<file path="config.mk">
export PLATFORM = sky130hd
export DESIGN_NAME = telnet_rx_option_negotiator
export DESIGN_NICKNAME = d
export VERILOG_FILES = /design/src/tron_pkg.sv /design/src/telnet_rx_option_negotiator.sv /design/src/tron_front.sv /design/src/tron_queue.sv /design/src/tron_back.sv
export SDC_FILE = /design/constraint.sdc
export NUM_CORES = 1
export LEC_CHECK = 0
export ABC_AREA = 1
export BUFFER_PORTS_ARGS = -buffer_cell sky130_fd_sc_hd__clkbuf_2
export CAP_MARGIN = 15
export CORE_AREA = 3 3 138 140
export DETAILED_ROUTE_END_ITERATION = 8
export DIE_AREA = 0 0 141 143
export GPL_ROUTABILITY_DRIVEN = 0
export PLACE_DENSITY_LB_ADDON = 0.25
export SLEW_MARGIN = 20
export SYNTH_ARGS = -nofsm -noshare
export SYNTH_HDL_FRONTEND = slang
export SYNTH_SLANG_ARGS = --single-unit
</file>
<file path="constraint.sdc">
create_clock -name clk -period 4.55 [get_ports clk]
set_input_delay 0.455 -clock clk [delete_from_list [all_inputs] [get_ports clk]]
set_output_delay 0.455 -clock clk [all_outputs]
set_load 0.02 [all_outputs]
</file>
<file path="src/tron_pkg.sv">
`default_nettype none

package tron_pkg;

	// Telnet command bytes.
	localparam logic [7:0] B_IAC  = 8'd255;
	localparam logic [7:0] B_DONT = 8'd254;
	localparam logic [7:0] B_DO   = 8'd253;
	localparam logic [7:0] B_WONT = 8'd252;
	localparam logic [7:0] B_WILL = 8'd251;
	localparam logic [7:0] B_SB   = 8'd250;
	localparam logic [7:0] B_SE   = 8'd240;

	// Option codes handled by the negotiator.
	localparam logic [7:0] OPT_BIN   = 8'd0;
	localparam logic [7:0] OPT_ECHO  = 8'd1;
	localparam logic [7:0] OPT_SGA   = 8'd3;
	localparam logic [7:0] OPT_TTYPE = 8'd24;
	localparam logic [7:0] OPT_NAWS  = 8'd31;

	// Terminal-type subnegotiation SEND code, and its IS code.
	localparam logic [7:0] TTYPE_SEND = 8'd1;
	localparam logic [7:0] TTYPE_IS   = 8'd0;

	// Parser states.
	localparam logic [2:0] ST_DATA   = 3'd0;
	localparam logic [2:0] ST_IAC    = 3'd1;
	localparam logic [2:0] ST_CMD    = 3'd2;
	localparam logic [2:0] ST_SB     = 3'd3;
	localparam logic [2:0] ST_SB_IAC = 3'd4;

	// Kinds of work handed from the parser to the reply sequencer.
	localparam logic [1:0] KIND_DATA  = 2'd0;
	localparam logic [1:0] KIND_REPLY = 2'd1;
	localparam logic [1:0] KIND_NAWS  = 2'd2;
	localparam logic [1:0] KIND_TTYPE = 2'd3;

	// Output burst lengths in bytes.
	localparam int LEN_DATA  = 1;
	localparam int LEN_REPLY = 3;
	localparam int LEN_NAWS  = 12;
	localparam int LEN_TTYPE = 10;
	localparam int IDX_W     = $clog2(LEN_NAWS);

	// Configuration register indexes.
	localparam int CFG_INDEX_W = 1;
	localparam logic [CFG_INDEX_W-1:0] REG_WINDOW_COLUMNS = 1'd0;
	localparam logic [CFG_INDEX_W-1:0] REG_WINDOW_ROWS    = 1'd1;

	typedef struct packed {
		logic echo;
		logic binary;
		logic sga;
	} flags_t;

	typedef struct packed {
		logic [1:0] kind;
		logic [7:0] cmd;
		logic [7:0] opt;
		flags_t     flags;
	} job_t;

	// A window size of 255 would read as IAC, so it is sent as 254.
	function automatic logic [7:0] clip_size(input logic [7:0] v);
		clip_size = (v == 8'd255) ? 8'd254 : v;
	endfunction

endpackage

`default_nettype wire

</file>
<file path="src/telnet_rx_option_negotiator.sv">
// Telnet receive option negotiator.
// Input stream (s_axis): one byte from the remote host per transaction.
// Output stream (m_axis): the bytes that the received byte gives rise to, in order:
// terminal data (tuser low) or negotiation replies for the host (tuser high).
// tlast marks the final output byte of one input byte. The option flags
// travel beside each output byte as they stand after that input byte.
// A plain data byte, or a doubled IAC, passes through the work queue and then
// the output register before it is offered on the output. Option replies are
// bursts of 3, 10 or 12 bytes. The parser takes one byte per cycle while the
// queue has room; the reply sequencer sends one output byte per cycle while the
// receiver is ready, so the output byte rate sets the sustained throughput.
// A queue of QUEUE_DEPTH work items decouples the two; the input stalls only
// while that queue is full. When the receiver deasserts m_axis_tready the
// output byte holds and the queue fills behind it.
// Reset returns the parser to data state with echo set, binary and
// suppress-go-ahead clear, and the window size to 80 columns by 25 rows.
// Window size registers are written through cfg_wr_en, cfg_index and cfg_wdata;
// the user must write them only while the block is idle; the block does not enforce it.
`default_nettype none

module telnet_rx_option_negotiator #(
	parameter int QUEUE_DEPTH = 4
) (
	input  wire logic                             clk,
	input  wire logic                             arst_n,
	input  wire logic                             s_axis_tvalid,
	output logic                                  s_axis_tready,
	input  wire logic [7:0]                       s_axis_tdata,  // [7:0] rx_byte
	output logic                                  m_axis_tvalid,
	input  wire logic                             m_axis_tready,
	// [7:0] out_byte, [8] echo_by_remote, [9] binary_mode, [10] no_go_ahead
	output logic [15:0]                           m_axis_tdata,
	output logic                                  m_axis_tuser,  // [0] to_host
	output logic                                  m_axis_tlast,
	input  wire logic                             cfg_wr_en,
	input  wire logic [tron_pkg::CFG_INDEX_W-1:0] cfg_index,
	input  wire logic [7:0]                       cfg_wdata
);

	logic [7:0]       window_columns_q;
	logic [7:0]       window_rows_q;
	logic             push;
	tron_pkg::job_t   push_job;
	tron_pkg::job_t   head_job;
	logic             not_empty;
	logic             full;
	logic             pop;
	logic [7:0]       out_byte;
	tron_pkg::flags_t out_flags;

	// Window size registers.
	always_ff @(posedge clk or negedge arst_n) begin
		if (!arst_n) begin
			window_columns_q <= 8'd80;
			window_rows_q    <= 8'd25;
		end else if (cfg_wr_en) begin
			case (cfg_index)
				tron_pkg::REG_WINDOW_COLUMNS: window_columns_q <= cfg_wdata;
				tron_pkg::REG_WINDOW_ROWS:    window_rows_q    <= cfg_wdata;
				default: begin
				end
			endcase
		end
	end

	// Parser front end.
	tron_front u_front (
		.clk        (clk),
		.arst_n     (arst_n),
		.in_valid   (s_axis_tvalid),
		.in_ready   (s_axis_tready),
		.in_byte    (s_axis_tdata),
		.queue_full (full),
		.push       (push),
		.job        (push_job)
	);

	// Work queue between parser and sequencer.
	tron_queue #(
		.DEPTH (QUEUE_DEPTH)
	) u_queue (
		.clk       (clk),
		.arst_n    (arst_n),
		.push      (push),
		.push_job  (push_job),
		.pop       (pop),
		.head_job  (head_job),
		.not_empty (not_empty),
		.full      (full)
	);

	// Reply sequencer and output register.
	tron_back u_back (
		.clk            (clk),
		.arst_n         (arst_n),
		.job            (head_job),
		.job_valid      (not_empty),
		.pop            (pop),
		.window_columns (window_columns_q),
		.window_rows    (window_rows_q),
		.out_valid      (m_axis_tvalid),
		.out_ready      (m_axis_tready),
		.out_byte       (out_byte),
		.out_to_host    (m_axis_tuser),
		.out_last       (m_axis_tlast),
		.out_flags      (out_flags)
	);

	assign m_axis_tdata = {5'b0, out_flags.sga, out_flags.binary, out_flags.echo, out_byte};

endmodule

`default_nettype wire

</file>
<file path="src/tron_front.sv">
`default_nettype none

module tron_front (
	input  wire logic         clk,
	input  wire logic         arst_n,
	input  wire logic         in_valid,
	output logic              in_ready,
	input  wire logic [7:0]   in_byte,
	input  wire logic         queue_full,
	output logic              push,
	output tron_pkg::job_t    job
);

	logic [2:0]       state_q, state_d;
	logic [7:0]       pend_q, pend_d;
	logic [7:0]       subopt_q, subopt_d;
	tron_pkg::flags_t flags_q, flags_d;
	logic             accept;
	logic             emit;
	logic             sb_take;

	assign in_ready = !queue_full;
	assign accept   = in_valid && !queue_full;

	// Parser next state and the work item that this byte produces.
	always_comb begin
		state_d  = state_q;
		pend_d   = pend_q;
		subopt_d = subopt_q;
		flags_d  = flags_q;
		emit     = 1'b0;
		sb_take  = 1'b0;
		job.kind = tron_pkg::KIND_DATA;
		job.cmd  = tron_pkg::B_IAC;
		job.opt  = in_byte;
		case (state_q)
			tron_pkg::ST_DATA: begin
				if (in_byte == tron_pkg::B_IAC) begin
					state_d = tron_pkg::ST_IAC;
				end else begin
					emit = 1'b1;
				end
			end
			tron_pkg::ST_IAC: begin
				if (in_byte == tron_pkg::B_IAC) begin
					// A doubled IAC is a literal 255 for the terminal.
					state_d = tron_pkg::ST_DATA;
					emit    = 1'b1;
				end else if (in_byte == tron_pkg::B_SB) begin
					state_d  = tron_pkg::ST_SB;
					subopt_d = '0;
				end else if (in_byte == tron_pkg::B_WILL || in_byte == tron_pkg::B_WONT ||
						in_byte == tron_pkg::B_DO || in_byte == tron_pkg::B_DONT) begin
					pend_d  = in_byte;
					state_d = tron_pkg::ST_CMD;
				end else begin
					state_d = tron_pkg::ST_DATA;
				end
			end
			tron_pkg::ST_CMD: begin
				state_d  = tron_pkg::ST_DATA;
				job.kind = tron_pkg::KIND_REPLY;
				case (pend_q)
					tron_pkg::B_DO: begin
						emit = 1'b1;
						if (in_byte == tron_pkg::OPT_NAWS) begin
							job.kind = tron_pkg::KIND_NAWS;
						end else if (in_byte == tron_pkg::OPT_TTYPE) begin
							job.cmd = tron_pkg::B_WILL;
						end else if (in_byte == tron_pkg::OPT_BIN) begin
							flags_d.binary = 1'b1;
							job.cmd        = tron_pkg::B_WILL;
						end else begin
							job.cmd = tron_pkg::B_WONT;
						end
					end
					tron_pkg::B_DONT: begin
						emit    = 1'b1;
						job.cmd = tron_pkg::B_WONT;
						if (in_byte == tron_pkg::OPT_ECHO) begin
							flags_d.echo = 1'b0;
						end else if (in_byte == tron_pkg::OPT_BIN) begin
							flags_d.binary = 1'b0;
						end
					end
					tron_pkg::B_WILL: begin
						emit    = 1'b1;
						job.cmd = tron_pkg::B_DO;
						if (in_byte == tron_pkg::OPT_ECHO) begin
							flags_d.echo = 1'b1;
						end else if (in_byte == tron_pkg::OPT_SGA) begin
							flags_d.sga = 1'b1;
						end else if (in_byte == tron_pkg::OPT_BIN) begin
							flags_d.binary = 1'b1;
						end
					end
					tron_pkg::B_WONT: begin
						emit    = 1'b1;
						job.cmd = tron_pkg::B_DONT;
						if (in_byte == tron_pkg::OPT_ECHO) begin
							flags_d.echo = 1'b0;
						end else if (in_byte == tron_pkg::OPT_SGA) begin
							flags_d.sga = 1'b0;
						end else if (in_byte == tron_pkg::OPT_BIN) begin
							flags_d.binary = 1'b0;
						end
					end
					default: begin
						emit = 1'b0;
					end
				endcase
			end
			tron_pkg::ST_SB: begin
				if (in_byte == tron_pkg::B_IAC) begin
					state_d = tron_pkg::ST_SB_IAC;
				end else begin
					sb_take = 1'b1;
				end
			end
			tron_pkg::ST_SB_IAC: begin
				if (in_byte == tron_pkg::B_SE) begin
					state_d  = tron_pkg::ST_DATA;
					subopt_d = '0;
				end else begin
					// A stray byte other than IAC is taken again as subnegotiation data.
					state_d = tron_pkg::ST_SB;
					sb_take = (in_byte != tron_pkg::B_IAC);
				end
			end
			default: begin
				state_d = tron_pkg::ST_DATA;
			end
		endcase

		// Subnegotiation payload: the first nonzero byte names the option.
		if (sb_take) begin
			if (subopt_q == '0) begin
				subopt_d = in_byte;
			end else if (subopt_q == tron_pkg::OPT_TTYPE && in_byte == tron_pkg::TTYPE_SEND) begin
				emit     = 1'b1;
				job.kind = tron_pkg::KIND_TTYPE;
			end
		end

		job.flags = flags_d;
		push      = accept && emit;
	end

	// Parser registers advance only on an accepted transaction.
	always_ff @(posedge clk or negedge arst_n) begin
		if (!arst_n) begin
			state_q        <= tron_pkg::ST_DATA;
			pend_q         <= '0;
			subopt_q       <= '0;
			flags_q.echo   <= 1'b1;
			flags_q.binary <= 1'b0;
			flags_q.sga    <= 1'b0;
		end else if (accept) begin
			state_q  <= state_d;
			pend_q   <= pend_d;
			subopt_q <= subopt_d;
			flags_q  <= flags_d;
		end
	end

endmodule

`default_nettype wire

</file>
<file path="src/tron_queue.sv">
`default_nettype none

module tron_queue #(
	parameter int DEPTH = 4
) (
	input  wire logic             clk,
	input  wire logic             arst_n,
	input  wire logic             push,
	input  wire tron_pkg::job_t   push_job,
	input  wire logic             pop,
	output tron_pkg::job_t        head_job,
	output logic                  not_empty,
	output logic                  full
);

	localparam int PTR_W = (DEPTH > 1) ? $clog2(DEPTH) : 1;
	localparam int CNT_W = $clog2(DEPTH + 1);
	localparam logic [PTR_W-1:0] PTR_LAST = PTR_W'(DEPTH - 1);

	tron_pkg::job_t   mem_q [DEPTH];
	logic [PTR_W-1:0] wr_ptr_q;
	logic [PTR_W-1:0] rd_ptr_q;
	logic [CNT_W-1:0] count_q;
	logic             do_push;
	logic             do_pop;

	assign not_empty = (count_q != '0);
	assign full      = (count_q == CNT_W'(DEPTH));
	assign do_push   = push && !full;
	assign do_pop    = pop && not_empty;
	assign head_job  = mem_q[rd_ptr_q];

	// Storage for queued work items.
	always_ff @(posedge clk) begin
		if (do_push) begin
			mem_q[wr_ptr_q] <= push_job;
		end
	end

	// Pointers wrap at the configured depth.
	always_ff @(posedge clk or negedge arst_n) begin
		if (!arst_n) begin
			wr_ptr_q <= '0;
			rd_ptr_q <= '0;
			count_q  <= '0;
		end else begin
			if (do_push) begin
				wr_ptr_q <= (wr_ptr_q == PTR_LAST) ? '0 : wr_ptr_q + 1'b1;
			end
			if (do_pop) begin
				rd_ptr_q <= (rd_ptr_q == PTR_LAST) ? '0 : rd_ptr_q + 1'b1;
			end
			if (do_push && !do_pop) begin
				count_q <= count_q + 1'b1;
			end else if (do_pop && !do_push) begin
				count_q <= count_q - 1'b1;
			end
		end
	end

endmodule

`default_nettype wire

</file>
<file path="src/tron_back.sv">
`default_nettype none

module tron_back (
	input  wire logic           clk,
	input  wire logic           arst_n,
	input  wire tron_pkg::job_t job,
	input  wire logic           job_valid,
	output logic                pop,
	input  wire logic [7:0]     window_columns,
	input  wire logic [7:0]     window_rows,
	output logic                out_valid,
	input  wire logic           out_ready,
	output logic [7:0]          out_byte,
	output logic                out_to_host,
	output logic                out_last,
	output tron_pkg::flags_t    out_flags
);

	logic [tron_pkg::IDX_W-1:0] idx_q;
	logic                       valid_q;
	logic [7:0]                 byte_q;
	logic                       host_q;
	logic                       last_q;
	tron_pkg::flags_t           flags_q;
	logic [7:0]                 sel_byte;
	logic                       sel_host;
	logic [tron_pkg::IDX_W-1:0] sel_len;
	logic                       sel_last;
	logic                       advance;
	logic                       load;

	// Byte idx of the burst that the head work item stands for.
	always_comb begin
		sel_byte = tron_pkg::B_IAC;
		sel_host = 1'b1;
		sel_len  = tron_pkg::IDX_W'(tron_pkg::LEN_REPLY);
		case (job.kind)
			tron_pkg::KIND_DATA: begin
				sel_byte = job.opt;
				sel_host = 1'b0;
				sel_len  = tron_pkg::IDX_W'(tron_pkg::LEN_DATA);
			end
			tron_pkg::KIND_REPLY: begin
				case (idx_q)
					4'd0:    sel_byte = tron_pkg::B_IAC;
					4'd1:    sel_byte = job.cmd;
					default: sel_byte = job.opt;
				endcase
			end
			tron_pkg::KIND_NAWS: begin
				sel_len = tron_pkg::IDX_W'(tron_pkg::LEN_NAWS);
				case (idx_q)
					4'd0:    sel_byte = tron_pkg::B_IAC;
					4'd1:    sel_byte = tron_pkg::B_WILL;
					4'd2:    sel_byte = tron_pkg::OPT_NAWS;
					4'd3:    sel_byte = tron_pkg::B_IAC;
					4'd4:    sel_byte = tron_pkg::B_SB;
					4'd5:    sel_byte = tron_pkg::OPT_NAWS;
					4'd6:    sel_byte = 8'd0;
					4'd7:    sel_byte = tron_pkg::clip_size(window_columns);
					4'd8:    sel_byte = 8'd0;
					4'd9:    sel_byte = tron_pkg::clip_size(window_rows);
					4'd10:   sel_byte = tron_pkg::B_IAC;
					default: sel_byte = tron_pkg::B_SE;
				endcase
			end
			default: begin
				sel_len = tron_pkg::IDX_W'(tron_pkg::LEN_TTYPE);
				case (idx_q)
					4'd0:    sel_byte = tron_pkg::B_IAC;
					4'd1:    sel_byte = tron_pkg::B_SB;
					4'd2:    sel_byte = tron_pkg::OPT_TTYPE;
					4'd3:    sel_byte = tron_pkg::TTYPE_IS;
					4'd4:    sel_byte = 8'h41;
					4'd5:    sel_byte = 8'h4E;
					4'd6:    sel_byte = 8'h53;
					4'd7:    sel_byte = 8'h49;
					4'd8:    sel_byte = tron_pkg::B_IAC;
					default: sel_byte = tron_pkg::B_SE;
				endcase
			end
		endcase
		sel_last = (idx_q == sel_len - 1'b1);
	end

	// The output register takes a new byte whenever it is empty or being drained and a work item is waiting.
	assign advance = !valid_q || out_ready;
	assign load    = advance && job_valid;
	assign pop     = load && sel_last;

	always_ff @(posedge clk or negedge arst_n) begin
		if (!arst_n) begin
			valid_q <= 1'b0;
			idx_q   <= '0;
		end else begin
			if (advance) begin
				valid_q <= job_valid;
			end
			if (load) begin
				idx_q <= sel_last ? '0 : idx_q + 1'b1;
			end
		end
	end

	// Output payload.
	always_ff @(posedge clk) begin
		if (load) begin
			byte_q  <= sel_byte;
			host_q  <= sel_host;
			last_q  <= sel_last;
			flags_q <= job.flags;
		end
	end

	assign out_valid   = valid_q;
	assign out_byte    = byte_q;
	assign out_to_host = host_q;
	assign out_last    = last_q;
	assign out_flags   = flags_q;

endmodule

`default_nettype wire

</file>
==> run_results.csv <==
group,metric,value,unit
yosys,synth.most_common_cell,"nand2_1",
yosys,ys_seq_elements,127,
yosys,yosys.area.top_type,"edfxtp_1",
routing,wl,13970,um
yosys,yosysWarnings,0,
cells_and_area,syn_to_final_growth,15.74,%
critical_path,timing.rr.end,"u_queue.count_q[2]$_DFFE_PN0P_",
routing,drt_iter0_drc,255,
yosys,ys.flop_type,"edfxtp_1",
routing,routedWlPerCell,14.24,um
grt,grt_util_met1,19.15,%
yosys,synth_enable_flop_cells,77,
clock_tree,cts_buffer_depth,2,
critical_path,cp-start-kind,"flop",
critical_path,crit_fanout,19,
critical_path,end_kind,"flop",
clock_tree,tritoncts,"done",
sta,rsz0062_at_grt,"no",
floorplanning,start_util,34.97,%
cells_and_area,final_area,7269,um^2
routing,drt-pass1-iter-count,5,
grt,grt_start_max_net_pins,51,
clock_tree,post_cts_buffers,0,
power,ir_worst_vdd,0.4350,mV
critical_path,r2r-start,"u_queue.rd_ptr_q[0]$_DFFE_PN0P_",
clock_tree,insertion_delay,0.42,ns
clock_tree,clock_sinks,127,
placement,placed_area,6706,um^2
grt,grt_use_met2,24.65,%
routing,drcViolationCount,0,
clock_tree,hold_buffers,0,
floorplanning,rows,49,
critical_path,crit_arrival,3.96,ns
yosys,synth_area,6281,um^2
sta,hold_viol,0,
cells_and_area,fin_nets,779,
placement,dp_hpwl,9949,um
clock_tree,cts-buffers-inserted,17,
yosys,synth_commonest_cells,"nand2_1 (177), edfxtp_1 (77), inv_1 (77)",
critical_path,crit_type,"reg -> reg",
yosys,syn_avg_cell_area,9.050,um^2
grt,grt_pass1_vias,4554,
sta,maxSlewViolCount,0,
sta,fin_crit,3.666,ns
grt,grt-busiest-layer,"met2",
routing,routed_via_density,4.724,
floorplanning,fp.dieArea,20160,um^2
power,power_density,681.4,nW/um^2
sta,maxSlewHeadroom,52.93,%
yosys,synth_cells,694,
clock_tree,htreeDepth,4,
run,maxCapViolations,0,
yosys,synth_area_leaders,"edfxtp_1 (37%), dfrtp_1 (18%), nand2_1 (11%)",
power,p_seq_share,34.9,%
yosys,synth.distinct_cells,38,
grt,grt_usage,14.83,%
clock_tree,post_cts_resized,0,
critical_path,cp.required,4.84,ns
grt,grt_overflow,0,
min_path,hold_class,"in -> async",
power,clkPwrFrac,26.4,%
routing,final_antenna_net_count,0,
power,cellLeakagePower,3.197,nW
sta,setup_ws,0.8844,ns
sta,skew,0.008966,ns
outcome,status,"finished, final reports clean",
yosys,synth_top_area_share,36.81,%
power,pwr-share-comb,38.6,%
floorplanning,io_pins,42,
cells_and_area,drive_gt1_share,13.03,%
cells_and_area,fillers,1798,
cells_and_area,diodes,0,
floorplanning,die_y,143,um
critical_path,r2r_setup_slack,0.88,ns
sta,setup_viol,0,
floorplanning,dieWidth,141,um
yosys,ys_seq_area_share,56.85,%
sta,tns,0,ns
grt,gr-usage-met3,3.717,%
sta,max_freq,0.2728,GHz
clock_tree,cts.reportedPaths.clkPinSlew,0.05,ns
power,internal-power,3.047,mW
placement,place_ws,0.8761,ns
sta,worst_pin_slew,0.7061,ns
placement,numPortBuffers,36,
power,p_switching,1.906,mW
yosys,async_flop_share,39.37,%
sta,period_share,80.56,%
routing,vias,4634,
critical_path,worstRegToRegCells,18,
grt,grt_pass1_wl,23320,um
power,netSwitchingFraction,38.49,%
floorplanning,core-area,17960,um^2
clock_tree,root_buffer,"clkbuf_16",
grt,antenna_found_initial,0,
==> worst max-delay path by stage <==
stage	startpoint	endpoint	slack (ns)	cells past startpoint
CTS	u_queue.rd_ptr_q[0]$_DFFE_PN0P_	u_queue.count_q[2]$_DFFE_PN0P_	0.86	18
global route	u_queue.rd_ptr_q[0]$_DFFE_PN0P_	u_queue.count_q[2]$_DFFE_PN0P_	0.42	18
floorplan	u_queue.rd_ptr_q[0]$_DFFE_PN0P_	u_queue.count_q[2]$_DFFE_PN0P_	1.27	20
global placement	u_queue.rd_ptr_q[0]$_DFFE_PN0P_	u_queue.count_q[2]$_DFFE_PN0P_	1.02	18
detailed placement	u_queue.rd_ptr_q[0]$_DFFE_PN0P_	u_queue.count_q[2]$_DFFE_PN0P_	0.88	18
finish	u_queue.rd_ptr_q[0]$_DFFE_PN0P_	u_queue.count_q[2]$_DFFE_PN0P_	0.88	18
==> stage by stage <==
step / util, % / instances / hold slack [ns] / total power [mW]
floorplan: - / 698 / 0.1594 / 3.150
global placement: 37.33 / 950 / 0.4489 / 3.662
detailed placement: 37.33 / 950 / 0.4551 / 3.677
CTS: 40.47 / 981 / 0.1970 / 5.016
global route: 40.47 / 981 / 0.2179 / 5.357
finish: 40.47 / 981 / 0.1734 / 4.953
==> area by class of cell <==
cell class                 instances  area [um^2]  share of cell area (%)
sequential                       127         3571                   49.12
multi-input combinational        465         2286                   31.45
clock buffer                      22        444.2                   6.110
inverter                          84        315.3                   4.337
tap                              229        286.5                   3.941
timing repair buffer              45        247.7                   3.408
clock inverter                     9        118.9                   1.635
==> registers in the layout, indices dropped and copies added (netlist names), 2 cells and up <==
name / flops
u_queue.wr_ptr_q: 2
window_columns_q: 8
u_back.idx_q: 4
u_front.subopt_q: 8
u_queue.count_q: 3
u_back.out_flags: 3
u_front.pend_q: 8
u_queue.mem_q: 64
u_back.out_byte: 8
window_rows_q: 8
u_front.flags_q: 3
u_queue.rd_ptr_q: 2
u_front.state_q: 3
==> placed cells by master (no fill, tap or decap), types with 9 or more instances in the layout <==
cell,netlist,layout
a21oi_1,14,14
buf_4,10,9
clkbuf_16,0,17
clkbuf_2,0,36
dfrtp_1,44,44
edfxtp_1,77,77
ha_1,16,16
inv_1,77,77
nand2_1,177,177
nand3_1,55,55
nor2_1,73,73
o21ai_0,64,64
==> kinds of logic after synthesis <==
group	after synthesis	share of synthesized area (%)
fa+ha+maj	17	3.506
compound gates	101	8.885
simple gates	335	22.63
xor+xnor	7	0.9761
other cells	1	0.05970
flops	127	56.85
buf+inv	106	7.092
==> worst max-delay path, cell delays in order (launching register included) <==
cell and delay (ns):
dfrtp_1 0.57, inv_1 0.36, nand2_1 0.09, a32oi_1 0.37, inv_1 0.12, ha_1 0.26
nor2_1 0.18, nor2_2 0.08, xor2_1 0.14, nor2_1 0.05, nand2_1 0.15, nor2_4 0.07
inv_1 0.06, ha_1 0.13, inv_1 0.07, fa_1 0.44, a21oi_1 0.15, o21ai_0 0.11
xor2_1 0.15
==> power by group through the flow <==
stage / logic (mW) / registers [mW] / clock network (mW)
after floorplan: 1.39 / 1.76 / 0
after global placement: 1.92 / 1.75 / 0
after detailed placement: 1.92 / 1.75 / 0
after CTS: 1.93 / 1.73 / 1.35
after global routing: 2.19 / 1.77 / 1.40
final: 1.91 / 1.73 / 1.31
==> routing by layer <==
layer | share of wire, % | wire length (um)
met5 | 0 | 0
met1 | 47 | 6595
met3 | 3.6 | 501
met4 | 1.1 | 156
met2 | 48 | 6715
Note: power is estimated with default switching activity, not from simulation.
